--- config.mk ---
export PLATFORM = sky130hd
export DESIGN_NAME = length_prefix_to_start_code
export DESIGN_NICKNAME = d
export VERILOG_FILES = /design/src/rtl/lpsc_pkg.sv /design/src/rtl/lpsc_front.sv /design/src/rtl/lpsc_queue.sv /design/src/rtl/lpsc_back.sv /design/src/rtl/length_prefix_to_start_code.sv
export SDC_FILE = /design/constraint.sdc
export NUM_CORES = 1
export LEC_CHECK = 0
export ABC_AREA = 1
export BUFFER_PORTS_ARGS = -buffer_cell sky130_fd_sc_hd__buf_2
export CORE_ASPECT_RATIO = 1.25
export CORE_MARGIN = 2
export CORE_UTILIZATION = 66
export DETAILED_ROUTE_END_ITERATION = 16
export PLACE_DENSITY = 0.85
export SYNTH_ARGS = -nofsm -noshare
export SYNTH_HDL_FRONTEND = slang
export SYNTH_SLANG_ARGS = --single-unit
--- constraint.sdc ---
create_clock -name clk -period 5.8 [get_ports clk]
set_input_delay 1.16 -clock clk [delete_from_list [all_inputs] [get_ports clk]]
set_output_delay 1.16 -clock clk [all_outputs]
set_load 0.05 [all_outputs]
--- src/rtl/lpsc_pkg.sv ---
// ----------------------------------------------------------------------------
// lpsc_pkg
// Shared types and constants for the length-prefix to start-code converter.
// ----------------------------------------------------------------------------
package lpsc_pkg;

	localparam int BYTES_LEFT_W   = 24;
	localparam int LENGTH_W       = 32;
	localparam int HDR_ACC_W      = 24;
	localparam int START_CODE_LEN = 4;
	localparam int Q_DEPTH        = 8;
	localparam int Q_AW           = 3;

	localparam logic [1:0] SC_LAST_IDX  = 2'(START_CODE_LEN - 1);
	localparam logic [7:0] SC_ZERO_BYTE = 8'h00;
	localparam logic [7:0] SC_ONE_BYTE  = 8'h01;

	// one queued unit of work: a whole start code or one payload byte
	typedef struct packed {
		logic       is_start;
		logic [7:0] data;
	} q_entry_t;

	typedef struct packed {
		logic     valid;
		q_entry_t entry;
	} q_port_t;

endpackage

--- src/rtl/lpsc_front.sv ---
// ----------------------------------------------------------------------------
// lpsc_front
// Accepts sample bytes, tracks header / payload / discard and queues work.
// ----------------------------------------------------------------------------
module lpsc_front #(
	parameter int SAMPLE_LEN_BITS = 24
) (
	input  logic                   clk,
	input  logic                   arst_n,
	input  logic                   s_axis_tvalid,
	output logic                   s_axis_tready,
	input  logic [31:0]            s_axis_tdata,  // [7:0] data_byte, [31:8] bytes_left
	input  logic                   q_full,
	output lpsc_pkg::q_port_t      push
);

	localparam int LEFT_W = (SAMPLE_LEN_BITS < lpsc_pkg::BYTES_LEFT_W) ?
		SAMPLE_LEN_BITS : lpsc_pkg::BYTES_LEFT_W;

	typedef enum logic [1:0] {
		PH_HEADER,
		PH_PAYLOAD,
		PH_DISCARD
	} phase_t;

	phase_t                             phase_q, phase_d;
	logic [1:0]                         hcnt_q, hcnt_d;
	logic [lpsc_pkg::HDR_ACC_W-1:0]     acc_q, acc_d;
	logic [LEFT_W-1:0]                  pleft_q, pleft_d;

	logic                               accept;
	logic [7:0]                         data_byte;
	logic [LEFT_W-1:0]                  left_w;
	logic                               is_last;
	logic [LEFT_W-1:0]                  after;
	logic [lpsc_pkg::LENGTH_W-1:0]      acc_n;
	logic                               fits;

	assign s_axis_tready = !q_full;
	assign accept        = s_axis_tvalid && s_axis_tready;
	assign data_byte     = s_axis_tdata[7:0];
	assign left_w        = s_axis_tdata[8 +: LEFT_W];
	assign is_last       = (left_w <= LEFT_W'(1));
	assign after         = is_last ? '0 : left_w - LEFT_W'(1);
	assign acc_n         = {acc_q, data_byte};
	assign fits          = (acc_n <= lpsc_pkg::LENGTH_W'(after));

	always_comb begin
		phase_d    = phase_q;
		hcnt_d     = hcnt_q;
		acc_d      = acc_q;
		pleft_d    = pleft_q;
		push.valid = 1'b0;
		push.entry = '{is_start: 1'b0, data: data_byte};
		unique case (phase_q)
			PH_HEADER: begin
				if (hcnt_q == lpsc_pkg::SC_LAST_IDX) begin
					hcnt_d = '0;
					acc_d  = '0;
					if (fits) begin
						push.valid          = accept;
						push.entry.is_start = 1'b1;
						pleft_d             = acc_n[LEFT_W-1:0];
						phase_d = (acc_n[LEFT_W-1:0] != '0) ? PH_PAYLOAD : PH_HEADER;
					end else begin
						phase_d = PH_DISCARD;
					end
				end else begin
					hcnt_d = hcnt_q + 2'd1;
					acc_d  = acc_n[lpsc_pkg::HDR_ACC_W-1:0];
				end
			end
			PH_PAYLOAD: begin
				push.valid = accept;
				pleft_d    = pleft_q - LEFT_W'(1);
				if (pleft_d == '0) begin
					phase_d = PH_HEADER;
				end
			end
			default: begin
				phase_d = phase_q;
			end
		endcase
		// end of sample always restarts header collection
		if (is_last) begin
			phase_d = PH_HEADER;
			hcnt_d  = '0;
			acc_d   = '0;
			pleft_d = '0;
		end
	end

	always_ff @(posedge clk or negedge arst_n) begin
		if (!arst_n) begin
			phase_q <= PH_HEADER;
			hcnt_q  <= '0;
			acc_q   <= '0;
			pleft_q <= '0;
		end else if (accept) begin
			phase_q <= phase_d;
			hcnt_q  <= hcnt_d;
			acc_q   <= acc_d;
			pleft_q <= pleft_d;
		end
	end

endmodule

--- src/rtl/lpsc_queue.sv ---
// ----------------------------------------------------------------------------
// lpsc_queue
// Short work queue between the front and the back.
// ----------------------------------------------------------------------------
module lpsc_queue (
	input  logic               clk,
	input  logic               arst_n,
	input  lpsc_pkg::q_port_t  push,
	input  logic               pop,
	output logic               full,
	output lpsc_pkg::q_port_t  head
);

	lpsc_pkg::q_entry_t              mem_q [lpsc_pkg::Q_DEPTH];
	logic [lpsc_pkg::Q_AW-1:0]       wr_q;
	logic [lpsc_pkg::Q_AW-1:0]       rd_q;
	logic [lpsc_pkg::Q_AW:0]         count_q;
	logic                            do_pop;

	assign full       = (count_q == (lpsc_pkg::Q_AW + 1)'(lpsc_pkg::Q_DEPTH));
	assign head.valid = (count_q != '0);
	assign head.entry = mem_q[rd_q];
	assign do_pop     = pop && head.valid;

	always_ff @(posedge clk) begin
		if (push.valid) begin
			mem_q[wr_q] <= push.entry;
		end
	end

	always_ff @(posedge clk or negedge arst_n) begin
		if (!arst_n) begin
			wr_q    <= '0;
			rd_q    <= '0;
			count_q <= '0;
		end else begin
			if (push.valid) begin
				wr_q <= wr_q + 1'b1;
			end
			if (do_pop) begin
				rd_q <= rd_q + 1'b1;
			end
			if (push.valid && !do_pop) begin
				count_q <= count_q + 1'b1;
			end else if (!push.valid && do_pop) begin
				count_q <= count_q - 1'b1;
			end
		end
	end

endmodule

--- src/rtl/lpsc_back.sv ---
// ----------------------------------------------------------------------------
// lpsc_back
// Expands queued work into output bytes behind a registered output stage.
// ----------------------------------------------------------------------------
module lpsc_back (
	input  logic               clk,
	input  logic               arst_n,
	input  lpsc_pkg::q_port_t  head,
	output logic               pop,
	output logic               m_axis_tvalid,
	input  logic               m_axis_tready,
	output logic [7:0]         m_axis_tdata,  // [7:0] out_byte
	output logic               m_axis_tuser,  // [0] unit_start
	output logic               m_axis_tlast
);

	logic        valid_q;
	logic [7:0]  data_q;
	logic        start_q;
	logic        last_q;
	logic [1:0]  idx_q;
	logic        load;
	logic        sc_end;

	assign load   = !valid_q || m_axis_tready;
	assign sc_end = (idx_q == lpsc_pkg::SC_LAST_IDX);
	assign pop    = load && head.valid && (!head.entry.is_start || sc_end);

	assign m_axis_tvalid = valid_q;
	assign m_axis_tdata  = data_q;
	assign m_axis_tuser  = start_q;
	assign m_axis_tlast  = last_q;

	always_ff @(posedge clk or negedge arst_n) begin
		if (!arst_n) begin
			valid_q <= 1'b0;
			idx_q   <= '0;
		end else if (load) begin
			valid_q <= head.valid;
			if (head.valid && head.entry.is_start) begin
				idx_q <= idx_q + 2'd1;
			end
		end
	end

	always_ff @(posedge clk) begin
		if (load && head.valid) begin
			if (head.entry.is_start) begin
				data_q  <= sc_end ? lpsc_pkg::SC_ONE_BYTE : lpsc_pkg::SC_ZERO_BYTE;
				start_q <= (idx_q == '0);
				last_q  <= sc_end;
			end else begin
				data_q  <= head.entry.data;
				start_q <= 1'b0;
				last_q  <= 1'b1;
			end
		end
	end

endmodule

--- src/rtl/length_prefix_to_start_code.sv ---
// ----------------------------------------------------------------------------
// length_prefix_to_start_code
// Turns length-prefixed units of a sample into start-code delimited units.
// ----------------------------------------------------------------------------
//  channel   dir  tdata                          tuser        tlast
//  s_axis    in   [7:0] data_byte [31:8] left    -            -
//  m_axis    out  [7:0] out_byte                 unit_start   run_last
//
//  one input byte per cycle unless the queue is full; the front updates its
//  state on accept; work goes through the queue into the output register
//  a fourth header byte with a fitting length queues one start-code job, which
//  the back plays as four beats, one per cycle unless stalled: bytes match beats
//  an 8-entry queue sits between front and back; s_axis_tready drops when full
//  arst_n clears the phase, header count, length, queue and output register
// ----------------------------------------------------------------------------
module length_prefix_to_start_code #(
	parameter int SAMPLE_LEN_BITS = 24
) (
	input  logic        clk,
	input  logic        arst_n,
	input  logic        s_axis_tvalid,
	output logic        s_axis_tready,
	input  logic [31:0] s_axis_tdata,  // [7:0] data_byte, [31:8] bytes_left
	output logic        m_axis_tvalid,
	input  logic        m_axis_tready,
	output logic [7:0]  m_axis_tdata,  // [7:0] out_byte
	output logic        m_axis_tuser,  // [0] unit_start
	output logic        m_axis_tlast
);

	lpsc_pkg::q_port_t push;
	lpsc_pkg::q_port_t head;
	logic              q_full;
	logic              pop;

	lpsc_front #(
		.SAMPLE_LEN_BITS(SAMPLE_LEN_BITS)
	) u_front (
		.clk          (clk),
		.arst_n       (arst_n),
		.s_axis_tvalid(s_axis_tvalid),
		.s_axis_tready(s_axis_tready),
		.s_axis_tdata (s_axis_tdata),
		.q_full       (q_full),
		.push         (push)
	);

	lpsc_queue u_queue (
		.clk   (clk),
		.arst_n(arst_n),
		.push  (push),
		.pop   (pop),
		.full  (q_full),
		.head  (head)
	);

	lpsc_back u_back (
		.clk          (clk),
		.arst_n       (arst_n),
		.head         (head),
		.pop          (pop),
		.m_axis_tvalid(m_axis_tvalid),
		.m_axis_tready(m_axis_tready),
		.m_axis_tdata (m_axis_tdata),
		.m_axis_tuser (m_axis_tuser),
		.m_axis_tlast (m_axis_tlast)
	);

endmodule

======== Word level (Yosys, flattened, before mapping) ========
Memories as Yosys holds them, arrays and structs flattened.
Cells that the tools add are included.
word-level totals
  latch bits .............................. 0
  word-level logic and storage cells ...... 83
  memories ................................ 1
  memory bits (writable) .................. 72
  output and inout port bits .............. 12
  register bits ........................... 75
  bits in read-only memories .............. 0
  input port bits ......................... 36
memory list
  memory         depth  bits a word  rd ports  clocked after Yosys merged registers in  write ports  line              RTL
  u_queue.mem_q  8      9            1         0                                        1            lpsc_queue.sv:14  lpsc_pkg::q_entry_t mem_q [lpsc_pkg::Q_DEPTH];
operators by class
  reductions and logical operators ........ 26
  shift operators ......................... 0
  $add $sub $neg .......................... 8
  bitwise logic cells ..................... 0
  mux-type cells .......................... 27
  multiply operators ...................... 0
  eq/ne operators ......................... 7
  $lt $le $gt $ge ......................... 2
  div/mod/pow operators ................... 0
operator list
  cell                     number
  $mux W24                 7
  $pmux W24 S2             1
  $sub A24 B1 Y24 const B  2
  $le A32 B24 Y1           1
  $le A24 B1 Y1 const B    1
  $logic_not A24 Y1        1
  $reduce_bool A24 Y1      1
  $mux W2                  9
  $ne A3 B1 Y1 const B     3
  $mux W4                  2
  $mux W8                  1
  $reduce_and A4 Y1        2
  $logic_and A1 B1 Y1      7
  $add A3 B1 Y3 const B    2
  $logic_not A1 Y1         5
  $mux W1                  5
  $add A2 B1 Y2 const B    2
  $add A4 B1 Y4 const B    1
  $eq A2 B2 Y1 const B     2
  $eq A4 B4 Y1 const B     1
  $logic_not A2 Y1         2
  $pmux W2 S2              1
  $reduce_and A2 Y1        2
  $reduce_bool A2 Y1       2
  other kinds (6)          7

======== Depth between registers and ports, before layout ========
Gate-level depths: netlist (run 1).
  word-level depth ........................ 10
  mapped depth ............................ 35
  depth with buffers taken out ............ 34

======== Modules after synthesis ========
From an unflattened synthesis (run 1), not the netlist that was laid out.
second synthesis, totals
  cells, all modules ...................... 1093
  area total of the unflattened synthesis .. 8702.1 µm²
modules (own cells, without submodules)
  module      cells each  times used  seq. area each (µm²)  area each (µm²)
  lpsc_front  723         1           1301.2                4619.4
  lpsc_queue  316         1           2412.3                3513.4
  lpsc_back   54          1           375.4                 569.3

======== Worst setup path before layout (run 1) ========
OpenSTA, ideal clock, no wires.
  path kind ............................... input to register
  from .................................... input port s_axis_tdata[8]
  to ...................................... register u_queue.count_q[3] in the netlist's numbering
  path buffers ............................ 1
  data arrival time ....................... 4.673 ns
  stages on the path ...................... 35
  data required time ...................... 5.675 ns
  path slack .............................. 1.002 ns
  library setup time ...................... 0.125 ns
  cells stage by stage .................... inv_1 -> ha_1 -> nor2_2 -> nor2_1 -> nand3_1 -> nor3_2 -> nand2_2 -> buf_6 -> inv_1 -> or2_2 -> ha_1 -> inv_1 -> o21bai_1 -> nand2_1 -> nand2_1 -> nand2_1 -> nand2_1 -> nand2_1 -> nand2_1 -> nand2_1 -> nand2_2 -> nand2_2 -> nand2_1 -> nand2_1 -> nand2_2 -> inv_1 -> ha_1 -> inv_1 -> ha_1 -> a21o_1 -> a21oi_1 -> nand2_1 -> nand2_1 -> nor2_1 -> xor2_1
RTL lines
  element               line                               RTL
  start, declared       length_prefix_to_start_code.sv:23  input logic [31:0] s_axis_tdata,
  end signal, assigned  lpsc_queue.sv:44                   count_q <= count_q + 1'b1;
  end signal, assigned  lpsc_queue.sv:46                   count_q <= count_q - 1'b1;
  end, declared         lpsc_queue.sv:17                   logic [lpsc_pkg::Q_AW:0] count_q;

==> results_dict.tcl, run 1 <==
set metrics [dict create \
    wl_um 20200 \
    ys_ff_latch 147 \
    p_per_area_nw_per_um2 489.1 \
    endpoint_kind "flip-flop" \
    drt.antenna.violating_nets 0 \
    async_reset_ff_frac 0.4422 \
    synth_fa_ha_area_frac 0.05650 \
    maxSlewHeadroom 0.3338 \
    path_clk_slew_ns 0.06 \
    cts_tree "built" \
    crit_arrival_ns 5.51 \
    syn_avg_cell_area_um2 8.558 \
    hold_path.class "flip-flop to flip-flop" \
    final_nets 1100 \
    overflow 0 \
    min_period_ns 5.205 \
    synth_mux_area_frac 0.001202 \
    max_cap_viol_count 0 \
    holdBufCountCts 0 \
    finalSetupTns_ns 0 \
    h-tree-depth 4 \
    synth_nets 1046 \
    routedWlPerCell_um 16.78 \
    drt_iter0_drc 462 \
    crit_top_cell "nand2_1" \
    dieHeight_um 129.6 \
    numCtsBuffers 17 \
    skew_ns 0.01158 \
    synth-simple-area-share 0.2278 \
    synthXorXnorAreaFrac 0.01788 \
    grt_pass1_wl_um 32250 \
    io_pins 48 \
    synth_top_cells_by_area "edfxtp_1, dfrtp_1, nand2_1" \
    hold_viol 0 \
    drive_gt1_frac 0.1298 \
    antenna_cells 0 \
    final_common_cell "nand2_1" \
    place_congestion 0.9509 \
    syn_to_final_growth_pct 12.01 \
    yosysUniqueCellTypes 47 \
    drc_errors 0 \
    dpl.hpwl_um 13940 \
    grt_max_degree 66 \
    seq_area_frac_synth 0.4911 \
    yosys_warnings 0 \
    tightest_slew_ns 0.9956 \
    syn_inst 973 \
    period_share 0.8975 \
    irDropWorstVdd_mv 0.2831 \
    cts.path.max_buffers 2 \
    leakagePower_nw 4.147 \
    synth-edff-count 82 \
    power_mw 4.561 \
    yosysTopAreaCellShare 0.2957 \
    port_buffers 47 \
    criticalPathCategory "input pin to flip-flop" \
    die_x_um 104.5 \
    max_freq_ghz 0.1921 \
    status "finished, final reports clean" \
    cts_resized 0 \
    via_count 7060 \
    viasPerCell 5.864 \
    rows 45 \
    grt_pass1_vias 6675 \
    rsz0062_at_grt "no" \
    synth-compound-area-share 0.1334 \
    final_util 0.7633 \
    gr-usage-all-layers 0.3060 \
    syn_area_um2 8327 \
    synth_top_area_cell "edfxtp_1" \
    cp_max_fo 9 \
    synthFlopType "edfxtp_1" \
    mostFrequentLayoutCells "nand2_1, nor2_1, inv_1, edfxtp_1, o21ai_0" \
    cp-start-kind "input pin" \
    grt_antenna_before_repair 0 \
    cts_root_buf "clkbuf_16" \
    cts_setup_buffers 0 \
    cts_sinks 147 \
    dieArea_um2 13540 \
    cpPeakStageDelay_ns 0.30 \
    initial_utilization 0.6815 \
    synth_top_family_by_area "simple AND/OR/NAND/NOR gates" \
    drv_slew 0 \
    clk_latency_ns 0.43 \
    drtPass1Iterations 5 \
    final-setup-viol-count 0 \
    crit_slowest_cell "nor3_2" \
    cp.required_ns 6.11 \
    core_area_um2 12220 \
]
## power by group
part           internal (mW)  switching, mW  leakage, nW
Combinational          0.604           1.22         2.28
Sequential              1.35          0.265         1.57
Clock                  0.648          0.470        0.296
Total                   2.61           1.96         4.15
## per-stage QoR
stage / hold slack (ns) / worst slack (ns) / cell area, um^2 / std cells
finish: 0.5065 / 0.5946 / 9326 / 1204
global route: 0.5244 / 0.1224 / 9326 / 1204
CTS: 0.5018 / 0.6590 / 9326 / 1204
detailed placement: 0.4868 / 0.3408 / 8730 / 1172
global placement: 0.4702 / 0.5430 / 8730 / 1172
floorplan: 0.4530 / 1.002 / 8327 / 973
## layer usage
metal  GRT usage  wire (um)  share of wire  vias up
met2      0.5575      10470           0.52      276
met1      0.3580       7794           0.39     3306
met4      0.1447        827          0.041        0
met5           0          0              0        -
li1            -          -              -     3403
met3     0.04477       1108          0.055       75
## layout make-up
type                    instances  area (um^2)
clock inverters                15        171.4
repair buffers                 60        332.8
multi-input cells             679         3645
flip-flops and latches        147         4089
inverters                     122        457.9
clock buffers                  17        425.4
well taps                     164        205.2
fillers                       890         2892
## logic make-up after synthesis
logic type,after synthesis
compound gates,191
xor+xnor,17
fa+ha+maj,37
buf+inv,147
flops,147
mux,1
simple gates,433
## state kept, by name (all words and copies together) (netlist names)
| name | flops |
|---|---|
| u_back.idx_q | 2 |
| u_back.m_axis_tdata | 8 |
| u_back.m_axis_tlast | 1 |
| u_back.m_axis_tuser | 1 |
| u_back.m_axis_tvalid | 1 |
| u_front.acc_q | 24 |
| u_front.hcnt_q | 2 |
| u_front.phase_q | 2 |
| u_front.pleft_q | 24 |
| u_queue.count_q | 4 |
| u_queue.mem_q | 72 |
| u_queue.rd_q | 3 |
| u_queue.wr_q | 3 |
## path summary, 6_finish.rpt
kind,start,end,slack (ns),cells past startpoint
max in group asynchronous,arst_n,u_front.pleft_q[4],4.34,2
setup / recovery,s_axis_tdata[8],u_queue.count_q[3],0.59,30
setup reg to reg,u_queue.rd_q[0],u_queue.count_q[3],2.27,17
hold reg to reg,u_front.pleft_q[23],u_front.pleft_q[23],0.51,2
hold / removal,u_front.pleft_q[23],u_front.pleft_q[23],0.51,2
min in group asynchronous,arst_n,u_front.pleft_q[21],0.92,2
## cells in the mapped netlist, types with 8 or more instances
cell type    n
nor2_1     136
edfxtp_1    82
nand3_1     39
clkbuf_1     9
nand2_1    193
o21ai_1     14
xor2_1      12
nand4_1     16
o21ai_2      8
o22ai_1     33
buf_2       11
a21oi_1     32
ha_1        36
inv_1      114
dfrtp_1     65
o21ai_0     74
a22oi_1     19
nor4_1      10
## worst max-delay path, delay by kind of cell
family / cells / cell delay (ns)
fa+ha+maj: 4 / 0.96
simple gates: 16 / 2.25
xor+xnor: 1 / 0.13
compound gates: 3 / 0.46
buf+inv: 6 / 0.54
Note: power is estimated with default switching activity, not from simulation.
==> run 2: changes to the inputs <==
clock period = 6.3 ns   (was 5.8 ns; I/O delays follow)
==> results_dict.tcl, run 2 (synthesized netlist as in run 1, its figures left out) <==
set metrics [dict create \
    grt_max_degree 66 \
    hold_viol 0 \
    cts_root_buf "clkbuf_16" \
    dieArea_um2 13540 \
    drv_slew 0 \
    mostFrequentLayoutCells "nand2_1, nor2_1, inv_1, edfxtp_1, o21ai_0" \
    drt.antenna.violating_nets 0 \
    skew_ns 0.007835 \
    rsz0062_at_grt "no" \
    r2r-start "u_queue.rd_q[0]" \
    cts_setup_buffers 0 \
    io_pins 48 \
    core_area_um2 12220 \
    h-tree-depth 4 \
    tightest_slew_ns 1.126 \
    syn_to_final_growth_pct 11.81 \
    final_nets 1098 \
    place_congestion 0.9846 \
    max_freq_ghz 0.1855 \
    clk_latency_ns 0.42 \
    crit_arrival_ns 5.69 \
    drtPass1Iterations 5 \
    criticalPathCategory "input pin to flip-flop" \
    crit_path_start "s_axis_tdata[8]" \
    cp-endpoint "u_queue.count_q[3]" \
    via_count 7049 \
    grt_antenna_before_repair 0 \
    p_per_area_nw_per_um2 448.2 \
    largest_reg_flops 72 \
    numCtsBuffers 17 \
    final-setup-viol-count 0 \
    cts_tree "built" \
    regMostFlops "u_queue.mem_q" \
    cpPeakStageDelay_ns 0.32 \
    finalSetupTns_ns 0 \
    final_common_cell "nand2_1" \
    hold_path.class "flip-flop to flip-flop" \
    drt_iter0_drc 495 \
    cts.path.max_buffers 2 \
    cp-start-kind "input pin" \
    grt_pass1_vias 6693 \
    maxSlewHeadroom 0.2463 \
    initial_utilization 0.6815 \
    dpl.hpwl_um 13780 \
    top_regs "u_queue.mem_q x72, u_front.acc_q x24, u_front.pleft_q x24" \
    drive_gt1_frac 0.1272 \
    max_cap_viol_count 0 \
    rows 45 \
    path_clk_slew_ns 0.06 \
    wl_um 19950 \
    endpoint_kind "flip-flop" \
    gr-usage-all-layers 0.3032 \
    period_share 0.8558 \
    n_fill_cell 880 \
    cp_max_fo 13 \
    ff2ff_path_depth 17 \
    cp.required_ns 6.60 \
    grt_pass1_wl_um 32000 \
    rrSetupSlack_ns 2.79 \
    drc_errors 0 \
    die_x_um 104.5 \
    port_buffers 47 \
    crit_slowest_cell "ha_1" \
    min_period_ns 5.392 \
    routedWlPerCell_um 16.59 \
    overflow 0 \
    power_mw 4.172 \
    cts_sinks 147 \
    status "finished, final reports clean" \
    antenna_cells 0 \
    leakagePower_nw 4.117 \
    r2r-end "u_queue.count_q[3]" \
    dieHeight_um 129.6 \
    cts_resized 0 \
    viasPerCell 5.864 \
    holdBufCountCts 0 \
    irDropWorstVdd_mv 0.2767 \
]
-- run 2: through the flow --
step / cells / instance area (um^2) / util / worst slack (ns) / hold WS, ns
floorplan: 973 / 8327 / - / 1.402 / 0.4530
global placement: 1170 / 8715 / 0.7133 / 0.8474 / 0.4676
finish: 1202 / 9310 / 0.7620 / 0.9082 / 0.4917
CTS: 1202 / 9310 / 0.7620 / 1.002 / 0.4919
detailed placement: 1170 / 8715 / 0.7133 / 0.6618 / 0.4830
global route: 1202 / 9310 / 0.7620 / 0.5978 / 0.5296
-- run 2: worst min-delay path by stage --
stage               cells after the start                 from                  end
global placement                        1    u_front.hcnt_q[0]    u_front.hcnt_q[0]
global route                            1    u_front.hcnt_q[0]    u_front.hcnt_q[0]
detailed placement                      2  u_front.pleft_q[23]  u_front.pleft_q[23]
CTS                                     1    u_front.hcnt_q[0]    u_front.hcnt_q[0]
finish                                  1    u_front.hcnt_q[0]    u_front.hcnt_q[0]
floorplan                               2  u_front.pleft_q[23]  u_front.pleft_q[23]
-- run 2: worst max-delay path, delay by kind of cell --
family                   cells  cell delay (ns)
XOR/XNOR                     1             0.13
AO/OA/AOI/OAI                4             0.63
buffers and inverters        6             0.67
adder cells (fa/ha/maj)      4             1.02
AND/OR/NAND/NOR             16             1.97
-- run 2: cell type report --
class	instances	area (um^2)	area share
well taps	164	205.2	0.02204
flip-flops and latches	147	4089	0.4392
clock buffers	18	429.2	0.04610
repair buffers	58	317.8	0.03414
multi-input cells	679	3645	0.3915
inverters	122	457.9	0.04919
clock inverters	14	166.4	0.01787
-- run 2: routing by layer --
metal	routed length [um]	part of all wire	vias up	track usage
met5	0	0	-	0
met4	860	0.043	0	0.1558
met3	1140	0.057	62	0.03622
met2	10380	0.52	284	0.5575
met1	7562	0.38	3294	0.3504
li1	-	-	3409	-
-- run 2: report_power, final --
part / internal [mW] / switching, mW / total [mW]
clock: 0.596 / 0.422 / 1.02
combinational: 0.551 / 1.11 / 1.66
sequential: 1.25 / 0.243 / 1.49
total: 2.39 / 1.78 / 4.17
==> run 3: changes to the inputs <==
CORE_UTILIZATION = 67   (was 66)
PLACE_DENSITY = 0.86   (was 0.85)
SYNTH_HIERARCHICAL = 1   (was not set)
==> results_dict.tcl, run 3 <==
set metrics [dict create \
    status "finished, final reports clean" \
    antenna_cells 0 \
    crit_slowest_cell "a21oi_1" \
    cts_setup_buffers 0 \
    drtPass1Iterations 6 \
    drv_slew 0 \
    endpoint_kind "flip-flop" \
    dp_slack_ns 0.6965 \
    grt_pass1_vias 7170 \
    tightest_slew_ns 0.8757 \
    mostFrequentLayoutCells "nand2_1, nor2_1, inv_1, nand3_1, edfxtp_1" \
    hold_depth 2 \
    ff2ff_path_depth 19 \
    regMostFlops "u_queue/mem_q" \
    period_share 0.8420 \
    rrSetupSlack_ns 2.52 \
    core_area_um2 12660 \
    leakagePower_nw 4.422 \
    drt.antenna.violating_nets 0 \
    setup_slack_ns 0.9954 \
    cts_sinks 147 \
    finalSetupTns_ns 0 \
    met2_usage 0.5523 \
    use_met3 0.05258 \
    cp_max_fo 6 \
    rsz0062_at_grt "no" \
    min_to "u_front/phase_q[1]" \
    min_period_ns 5.305 \
    dieHeight_um 131.4 \
    initial_utilization 0.6873 \
    cts_root_buf "clkbuf_16" \
    final_common_cell "nand2_1" \
    synth_top_cells_by_area "edfxtp_1, dfrtp_1, nand2_1" \
    hold_viol 0 \
    grt_antenna_before_repair 0 \
    cp-start-kind "input pin" \
    routedWlPerCell_um 16.62 \
    seq_area_frac_synth 0.4699 \
    yosysTopAreaCellShare 0.2830 \
    hp-start "u_front/phase_q[1]" \
    drive_gt1_frac 0.1001 \
    cts.path.max_buffers 2 \
    overflow 0 \
    dpl.hpwl_um 14770 \
    drt_iter0_drc 929 \
    holdBufCountCts 0 \
    gr-usage-met1 0.3943 \
    yosys_warnings 6 \
    h-tree-depth 4 \
    cp.required_ns 6.62 \
    path_clk_slew_ns 0.07 \
    grt_max_degree 66 \
    cpPeakStageDelay_ns 0.44 \
    port_buffers 47 \
    fin_area_um2 9500 \
    final_util 0.7503 \
    skew_ns 0.01228 \
    crit_top_cell "nand2_1" \
    wl_um 21730 \
    max_cap_viol_count 0 \
    path_buf_inv 2 \
    max_freq_ghz 0.1885 \
    async_reset_ff_frac 0.4422 \
    drc_errors 0 \
    cts_tree "built" \
    r2r-end "u_queue/count_q[3]" \
    synth-edff-count 82 \
    synth_top_area_cell "edfxtp_1" \
    grt_pass1_wl_um 34930 \
    maxSlewHeadroom 0.4140 \
    crit_path_start "s_axis_tdata[8]" \
    irDropWorstVdd_mv 0.2882 \
    dieArea_um2 13920 \
    cts_resized 0 \
    syn_inst 1093 \
    power_mw 4.549 \
    r2r-start "u_queue/rd_q[0]" \
    synth.most_common_cell "nand2_1" \
    synth_nets 1166 \
    rows 46 \
    netlist_top_cells_count "nand2_1, nor2_1, inv_1" \
    path_delay_family "simple AND/OR/NAND/NOR gates" \
    via_count 7629 \
    io_pins 48 \
    clk_latency_ns 0.43 \
    final_nets 1199 \
    place_congestion 1.044 \
    ys_ff_latch 147 \
    crit_arrival_ns 5.62 \
    gr-usage-all-layers 0.3221 \
    viasPerCell 5.837 \
    numCtsBuffers 17 \
    place_area_um2 8884 \
    final-setup-viol-count 0 \
    criticalPathCategory "input pin to flip-flop" \
    yosysUniqueCellTypes 45 \
    die_x_um 105.9 \
    synthFlopType "edfxtp_1" \
    syn_area_um2 8702 \
    largest_reg_flops 72 \
    syn_to_final_growth_pct 9.173 \
    top_usage_layer "met2" \
    hold_path.class "flip-flop to flip-flop" \
    syn_avg_cell_area_um2 7.962 \
    p_per_area_nw_per_um2 478.9 \
    top_regs "u_queue/mem_q x72, u_front/acc_q x24, u_front/pleft_q x24" \
]
-- run 3: per-layer routing --
| layer | part of all wire | wire, um |
|---|---|---|
| met4 | 0.047 | 1024 |
| met5 | 0 | 0 |
| met1 | 0.38 | 8213 |
| met3 | 0.071 | 1546 |
| met2 | 0.50 | 10940 |
-- run 3: kinds of logic (layout without fill, tap and decap cells) --
family,after synthesis,count (layout),synth area share
compound gates,140,140,0.08641
xor+xnor,7,7,0.007045
fa+ha+maj,37,37,0.05406
buf+inv,152,198,0.08569
flops,147,147,0.4699
simple gates,610,610,0.2969
-- run 3: how the worst max path moves through the flow --
stage,depth (start not counted),slack [ns],endpoint
after floorplan,28,1.45,u_queue/count_q[3]
after global placement,22,0.83,u_queue/mem_q[0][5]
after detailed placement,22,0.70,u_queue/mem_q[0][2]
after CTS,22,1.12,u_queue/mem_q[0][5]
after global routing,22,0.48,u_queue/mem_q[0][4]
final,27,1.0,u_queue/count_q[3]
-- run 3: area by class of cell --
| type | count | area [um^2] |
|---|---|---|
| well taps | 168 | 210.2 |
| flip-flops and latches | 147 | 4089 |
| fillers | 956 | 3162 |
| clock inverters | 15 | 191.4 |
| multi-input cells | 794 | 3867 |
| clock buffers | 17 | 425.4 |
| inverters | 113 | 436.7 |
| repair buffers | 53 | 280.3 |
-- run 3: worst reg2reg max path: stages, from the launching register on --
cell     delay (ns)
dfrtp_1        0.88
buf_4          0.36
nand2_1        0.08
nand2_1        0.06
nand2_1        0.05
o21ai_1        0.17
nand2_1        0.09
nand2_1        0.33
inv_4          0.06
nor2_4         0.11
nor2_1         0.07
nand2_1        0.15
ha_1           0.20
inv_1          0.11
ha_1           0.35
or2_2          0.31
nand2_1        0.07
nand2_1        0.06
nand3_1        0.10
nand2_1        0.05
-- run 3: metrics by stage --
stage	hold WS, ns	std cells
after floorplan	0.4634	1093
after global placement	0.4866	1275
after detailed placement	0.4889	1275
after CTS	0.5048	1307
after global routing	0.5488	1307
final	0.5062	1307
-- run 3: power breakdown --
part,switching [mW],leakage (nW),internal [mW]
combinational,1.37,2.55,0.591
sequential,0.262,1.57,1.27
clock,0.445,0.302,0.604
